$ cat src/jsu_pkg.sv
// Types, character codes and decode functions for the JSON string unescape block.
package jsu_pkg;

	typedef struct packed {
		logic [7:0] in_byte;
		logic       in_last;
	} jsu_in_t;

	typedef struct packed {
		logic [7:0] out_byte;
		logic       has_byte;
		logic       out_last;
		logic       bad_escape;
	} jsu_out_t;

	typedef enum logic [2:0] {
		PH_TEXT = 3'd0,
		PH_BSL  = 3'd1,
		PH_HEX1 = 3'd2,
		PH_HEX2 = 3'd3,
		PH_HEX3 = 3'd4,
		PH_HEX4 = 3'd5
	} jsu_phase_t;

	localparam logic [7:0] CH_BSL   = 8'h5C;
	localparam logic [7:0] CH_QUOTE = 8'h22;
	localparam logic [7:0] CH_SLASH = 8'h2F;
	localparam logic [7:0] CH_LC_U  = 8'h75;
	localparam logic [7:0] CH_LC_B  = 8'h62;
	localparam logic [7:0] CH_LC_F  = 8'h66;
	localparam logic [7:0] CH_LC_N  = 8'h6E;
	localparam logic [7:0] CH_LC_R  = 8'h72;
	localparam logic [7:0] CH_LC_T  = 8'h74;
	localparam logic [7:0] CH_BS    = 8'h08;
	localparam logic [7:0] CH_FF    = 8'h0C;
	localparam logic [7:0] CH_LF    = 8'h0A;
	localparam logic [7:0] CH_CR    = 8'h0D;
	localparam logic [7:0] CH_TAB   = 8'h09;
	localparam logic [7:0] CH_D0    = 8'h30;
	localparam logic [7:0] CH_D9    = 8'h39;
	localparam logic [7:0] CH_LC_A  = 8'h61;
	localparam logic [7:0] CH_UC_A  = 8'h41;
	localparam logic [7:0] CH_UC_F  = 8'h46;

	// Returns {ok, value}; ok is low when c is not a hex digit.
	function automatic logic [4:0] hex_val(input logic [7:0] c);
		logic [7:0] d;
		d = 8'd0;
		if (c >= CH_D0 && c <= CH_D9) begin
			d = c - CH_D0;
			return {1'b1, d[3:0]};
		end
		if (c >= CH_LC_A && c <= CH_LC_F) begin
			d = c - CH_LC_A + 8'd10;
			return {1'b1, d[3:0]};
		end
		if (c >= CH_UC_A && c <= CH_UC_F) begin
			d = c - CH_UC_A + 8'd10;
			return {1'b1, d[3:0]};
		end
		return 5'd0;
	endfunction

	// Returns {ok, byte} for a one-byte escape letter; byte is zero when not ok.
	function automatic logic [8:0] esc_map(input logic [7:0] c);
		logic [8:0] r;
		unique case (c)
			CH_QUOTE: r = {1'b1, CH_QUOTE};
			CH_SLASH: r = {1'b1, CH_SLASH};
			CH_BSL:   r = {1'b1, CH_BSL};
			CH_LC_B:  r = {1'b1, CH_BS};
			CH_LC_F:  r = {1'b1, CH_FF};
			CH_LC_N:  r = {1'b1, CH_LF};
			CH_LC_R:  r = {1'b1, CH_CR};
			CH_LC_T:  r = {1'b1, CH_TAB};
			default:  r = 9'd0;
		endcase
		return r;
	endfunction

endpackage

$ cat src/json_string_unescape_core.sv
// Streaming decoder for the escape sequences of a JSON string body.
//
// Input channel (item, item_valid, item_stall): one source byte per transfer,
// with in_last on the final byte of the string. Output channel (result,
// result_valid, result_stall): zero or one result per source byte. A result
// is sent when a byte is decoded, when an escape error is found, or on the
// last byte of a string. A \u escape yields two bytes, one on its second and
// one on its fourth hex digit.
//
// Each accepted byte is held in an input register, decoded against the
// escape phase and the pending hex nibble, and written to the result
// register, from which its result is offered. One byte can be accepted
// every cycle while the receiver does not stall the result register. The
// escape state advances one byte per cycle when the input register
// moves on, which sets that rate.
//
// Reset empties both registers and returns the decoder to plain text. When
// the receiver stalls, the result register holds its transfer and the input
// register keeps one more byte; item_stall rises once both are full.
module json_string_unescape_core
	import jsu_pkg::*;
(
	input  logic     clk,
	input  logic     arst_n,
	input  jsu_in_t  item,
	input  logic     item_valid,
	output logic     item_stall,
	output jsu_out_t result,
	output logic     result_valid,
	input  logic     result_stall
);

	jsu_in_t    item_s1;
	logic       valid_s1;
	jsu_phase_t phase_q, phase_nxt;
	logic [3:0] held_q, held_nxt;
	jsu_out_t   result_q, res;
	logic       result_valid_q;
	logic       emit;
	logic       advance;
	logic       accept;
	logic [4:0] hv;
	logic [8:0] em;

	assign advance    = !result_valid_q || !result_stall;
	assign item_stall = valid_s1 && !advance;
	assign accept     = item_valid && !item_stall;

	always_ff @(posedge clk or negedge arst_n) begin
		if (!arst_n) begin
			valid_s1 <= 1'b0;
		end else if (accept) begin
			valid_s1 <= 1'b1;
		end else if (advance) begin
			valid_s1 <= 1'b0;
		end
	end

	always_ff @(posedge clk) begin
		if (accept) begin
			item_s1 <= item;
		end
	end

	always_ff @(posedge clk or negedge arst_n) begin
		if (!arst_n) begin
			phase_q <= PH_TEXT;
			held_q  <= 4'd0;
		end else if (valid_s1 && advance) begin
			phase_q <= phase_nxt;
			held_q  <= held_nxt;
		end
	end

	always_comb begin
		phase_nxt    = PH_TEXT;
		held_nxt     = held_q;
		res          = '0;
		hv           = hex_val(item_s1.in_byte);
		em           = esc_map(item_s1.in_byte);
		unique case (phase_q)
			PH_BSL: begin
				if (item_s1.in_byte == CH_LC_U) begin
					phase_nxt = PH_HEX1;
				end else begin
					res.has_byte   = em[8];
					res.out_byte   = em[7:0];
					res.bad_escape = !em[8];
				end
			end
			PH_HEX1, PH_HEX3: begin
				if (hv[4]) begin
					held_nxt  = hv[3:0];
					phase_nxt = (phase_q == PH_HEX1) ? PH_HEX2 : PH_HEX4;
				end else begin
					res.bad_escape = 1'b1;
				end
			end
			PH_HEX2, PH_HEX4: begin
				if (hv[4]) begin
					res.has_byte = 1'b1;
					res.out_byte = {held_q, hv[3:0]};
					phase_nxt    = (phase_q == PH_HEX2) ? PH_HEX3 : PH_TEXT;
				end else begin
					res.bad_escape = 1'b1;
				end
			end
			default: begin
				if (item_s1.in_byte == CH_BSL) begin
					phase_nxt = PH_BSL;
				end else begin
					res.has_byte = 1'b1;
					res.out_byte = item_s1.in_byte;
				end
			end
		endcase
		// An escape still open at the end of the string is an error.
		if (item_s1.in_last) begin
			if (phase_nxt != PH_TEXT) begin
				res.bad_escape = 1'b1;
			end
			phase_nxt = PH_TEXT;
			held_nxt  = 4'd0;
		end
		res.out_last = item_s1.in_last;
		emit = res.has_byte || res.bad_escape || item_s1.in_last;
	end

	always_ff @(posedge clk or negedge arst_n) begin
		if (!arst_n) begin
			result_valid_q <= 1'b0;
		end else if (advance) begin
			result_valid_q <= valid_s1 && emit;
		end
	end

	always_ff @(posedge clk) begin
		if (advance) begin
			result_q <= res;
		end
	end

	assign result       = result_q;
	assign result_valid = result_valid_q;

endmodule

$ cat config.mk
export PLATFORM = sky130hd
export DESIGN_NAME = json_string_unescape_core
export DESIGN_NICKNAME = d
export VERILOG_FILES = /design/src/jsu_pkg.sv /design/src/json_string_unescape_core.sv
export SDC_FILE = /design/constraint.sdc
export NUM_CORES = 1
export LEC_CHECK = 0
export BUFFER_PORTS_ARGS = -buffer_cell sky130_fd_sc_hd__buf_4
export CORE_UTILIZATION = 25
export DETAILED_ROUTE_END_ITERATION = 10
export HOLD_SLACK_MARGIN = 0.02
export SETUP_SLACK_MARGIN = 0.4
export SKIP_LAST_GASP = 1
export SLEW_MARGIN = 15
export SYNTH_ARGS = -nofsm -noshare
export SYNTH_HDL_FRONTEND = slang
export SYNTH_SLANG_ARGS = --single-unit
$ cat constraint.sdc
create_clock -name clk -period 2.65 [get_ports clk]
set_input_delay 0.3975 -clock clk [delete_from_list [all_inputs] [get_ports clk]]
set_output_delay 0.3975 -clock clk [all_outputs]
set_load 0.005 [all_outputs]
# Word level (Yosys, flattened, before mapping)
# Index checks and enable logic that the tools add are counted.
classes:
  n_addsub: 5
  order_cmp: 6
  eq_ne: 14
  muxes: 35
  n_reduce_logical: 23
op_table:
  columns: ["cell", "n"]
  rows:
  - ["$pmux W9 S8", 1]
  - ["$eq A8 B7 Y1 const B", 7]
  - ["$mux W5", 6]
  - ["$mux W9", 3]
  - ["$pmux W9 S3", 1]
  - ["$eq A8 B6 Y1 const B", 2]
  - ["$ge A8 B7 Y1 const B", 2]
  - ["$le A8 B7 Y1 const B", 2]
  - ["$mux W3", 5]
  - ["$mux W1", 13]
  - ["$mux W4", 3]
  - ["$sub A4 B1 Y4 const B", 3]
  - ["$pmux W3 S3", 1]
  - ["$add A4 B4 Y4 const B", 2]
  - ["$ge A8 B6 Y1 const B", 1]
  - ["$le A8 B6 Y1 const B", 1]
  - ["$logic_and A1 B1 Y1", 7]
  - ["$eq A3 B2 Y1 const B", 2]
  - ["$eq A3 B3 Y1 const B", 2]
  - ["$reduce_bool A2 Y1", 3]
  - ["$logic_not A1 Y1", 5]
  - ["$reduce_or A2 Y1", 2]
  - ["$reduce_or A4 Y1", 1]
  - ["$eq A3 B1 Y1 const B", 1]
  - ["other kinds (5)", 7]
totals:
  ff_bits: 29
  inputBits: 13
  out_inout_bits: 13
  wordCells: 93

# Depth between registers and ports, before layout
logic_depth:
  ltp_word: 17
  mapped_depth: 7
  ltp_nobuf: 7

# Worst setup path before layout
# Ideal clock, no wire load.
synth_timing:
  kind: "register to register"
  from: "reg item_s1[1] in the netlist's numbering"
  to: "reg result_q, in the netlist result[6], data pin"
  setup_ns: 0.259
  t_arrival_ns: 1.807
  required_ns: 2.391
  slack_ns: 0.584
  stages_incl_launch_ff: 8
  n_path_buf: 0
  synth_period_minus_slack_ns: 2.066
  path_cell_list: "edfxtp_1 -> inv_1 -> ha_1 -> inv_1 -> o311a_2 -> nor2_1 -> nor3_1 -> a211o_1"
synth_lines:
  columns: ["item", "line", "text"]
  rows:
  - ["start: declaration", "json_string_unescape_core.sv:33", "jsu_in_t item_s1;"]
  - ["start signal: assignment", "json_string_unescape_core.sv:61", "item_s1 <= item;"]
  - ["end signal: assignment", "json_string_unescape_core.sv:139", "result_q <= res;"]
  - ["end: declaration", "json_string_unescape_core.sv:37", "jsu_out_t result_q, res;"]

==> run summary <==
Fmax = 468.0 MHz
Critical Path End Type = flip-flop
Worst Setup SP = item_s1[5]$_DFFE_PP_
CP Capture Point = result[3]$_DFFE_PN_
most common cell after layout, fill and taps aside = buf_4
#FFs+latches synth = 29
P_leak = 0.0008333 uW
layout cells sized above 1 = 28.50%
Reg clk slew, reported paths = 60 ps
Worst slew margin = 60.67%
Final Routed Wirelength = 4285 um
via count = 1,459
vias per cell = 4.929
Async SR Flop Fraction = 31.03%
largest cells by area after synthesis = edfxtp_1, dfrtp_1, nand2_1, a21oi_1, ha_1
wire per inst = 14.48 um
H-tree depth = 2
Gate power share = 14.0%
initial antenna violation count = 0
DRT iter0 DRCs = 124
number of global-route vias before repair = 1,336
Root Driver = clkbuf_8
clock power share = 33.6%
Max Clock Skew = 7.088 ps
Setup crit start kind = flip-flop
unrepaired setup endpoints after global routing = yes
dpl cell area = 2061 um2
synth warn = 0
worst setup margin = 513.1 ps
Min-Delay Path Depth = 1
Pre-antenna DRT Iters = 4
utilization after layout = 32.78%
reg-to-reg endpoint = result[3]$_DFFE_PN_
multi-input logic area = 953.4 um2
die area = 7479 um2
gr ovfl total = 0
# IOs = 26
sequential-to-total area share from yosys stat = 46.28%
worst reg-to-reg setup slack = 510 ps
xor/xnor share of the synthesized area = 1.473%
Critical Path RT = 2770 ps
first-pass GRT wire length = 6824 um
Final Cell Area = 2240 um2
Num CTS Buffers = 5
clock latency on the worst-skew pair = 280 ps
ANT nets after route = 0
Crit Path Class = reg -> reg
worst min path class = in -> reg
Avg Cell Area, Syn = 10.56 um2
CTS Sinks = 29
CTS tree = built
pre-CTS WS = 346.3 ps
Sw Pwr = 277.1 uW
synthesized area = 1784 um2
ys flop type = edfxtp_1
VDD IR max = 245.5 uV
CP Max Fanout = 12
P_int = 818.8 uW
register area = 825.8 um2
Detailed Place HPWL = 3162 um
total track usage = 12.05%
Slew @ Worst Pin = 589.9 ps
total power = 1096 uW
Netlist cell types = 58
FF-to-FF Start = item_s1[5]$_DFFE_PP_
CP arrival = 2260 ps
worst reg2reg path depth = 5
dominant cell type by area after synthesis = edfxtp_1
Clock Tree Buf Depth = 2
residual DRC count = 0
Seq pwr share = 52.4%
Starting Density = 26.12%
Yosys top cell area share = 33.66%
n_diodes = 0
Die Y = 86.48 um
status = completed
Synth Net Count = 186
Finish-stage setup viols = 0
IO Port Bufs = 25
FILL cells = 746
Switching Share = 25.28%
gpl congestion = 0.8735
Core Box Area = 6832 um2
final number of hold-violating endpoints = 0
Synth Area in Simple Gates = 23.42%
Tcrit/Tclk final = 80.64%
Max Cap Viol = 0
largest net degree at the start of global routing = 17
post-synthesis compound-gate area fraction = 21.46%
number of synthesized flops with an enable pin = 20
Post-Synth Adder-Cell Area = 2.805%
P per Cell Area = 489.3 nW/um2
Die W = 86.48 um
Final nets = 216
row cnt = 30
crit path time final = 2137 ps
main combinational cell family by area after synthesis = simple AND/OR/NAND/NOR gates
TNS Setup = 0 ps
commonest non-fill, non-tap cells in the layout = buf_4, edfxtp_1, nand2_1
Synth Instances = 169
count of pins over their slew limit = 0
synthesis-to-layout area growth = 25.53%
mux cell area share after synthesis = 1.122%
[through the flow]
step | hold WS, ps | std cells
3_5_place_dp | 230.3 | 284
5_1_grt | 274.2 | 296
2_1_floorplan | 101.9 | 169
3_3_place_gp | 226.7 | 284
6_report | 290.0 | 296
4_1_cts | 281.4 | 293
[cell usage after synthesis, types with 2 or more instances]
library cell and n:
buf_2 4, o21a_1 2, o22ai_1 2, nor2_1 12
nand3_1 8, and4bb_1 2, clkbuf_1 2, nor4_1 3
nand3b_1 4, o2bb2ai_1 2, a31oi_1 3, xor2_1 2
nor3_1 2, and2_1 3, mux2i_1 2, o22ai_2 2
nand2b_1 2, edfxtp_1 20, nand4b_1 3, o21ai_1 3
a21oi_1 10, a221o_1 4, inv_1 6, nor2b_1 2
ha_1 4, o211ai_2 2, a21o_1 5, nand2_1 15
dfrtp_1 9
[sequential cells by signal (all words and copies together), names as in the netlist]
register	count
item_s1	9
phase_q	3
result_valid	1
valid_s1	1
held_q	4
result	11
[critical path: stages, from the launching register on]
cell	delay [ps]
edfxtp_1	600
or4b_1	660
a21boi_1	220
nor4_2	80
or2_4	250
o22ai_2	160
[worst min-delay path by stage]
stage	from	end	slack [ps]
after CTS	item[4]	item_s1[4]$_DFFE_PP_	280
after floorplan	arst_n	held_q[0]$_DFFE_PN0P_	100
after global routing	item[4]	item_s1[4]$_DFFE_PP_	270
final	item[4]	item_s1[4]$_DFFE_PP_	290
after detailed placement	arst_n	result_valid$_DFFE_PN0N_	230
after global placement	arst_n	phase_q[2]$_DFFE_PN0P_	230
[final cells by class]
cell class | count | area share (%)
Timing Repair Buffer | 30 | 10.17
Clock buffer | 8 | 4.022
Tap cell | 96 | 5.363
Inverter | 6 | 1.006
Sequential cell | 29 | 36.87
Multi-Input combinational cell | 127 | 42.57
[logic make-up after synthesis]
| group | after synthesis |
|---|---|
| AO/OA/AOI/OAI | 50 |
| adder cells (fa/ha/maj) | 4 |
| XOR/XNOR | 3 |
| AND/OR/NAND/NOR | 68 |
| flip-flops | 29 |
| buffers and inverters | 13 |
| multiplexers | 2 |
[power by group through the flow]
stage	Sequential [uW]	Combinational (uW)	Clock, uW
floorplan	561	94.1	0
global placement	582	144	0
detailed placement	582	145	0
CTS	573	147	378
global route	578	170	400
finish	575	153	368
[repair_timing]
action	in CTS	in global routing
hold endpoints to repair	9	0
setup endpoints to repair	1	16
buffers inserted	0	3
hold buffers	1	0
gates resized for setup	1	12
[per-layer routing]
metal / global-route usage (%) / wire length (um) / up-vias
li1: - / - / 716
met1: 16.97 / 2008 / 693
met2: 17.17 / 1971 / 44
met3: 3.524 / 250 / 6
met4: 5.000 / 54 / 0
met5: 0 / 0 / -
Power figures use the tool's default switching activity.
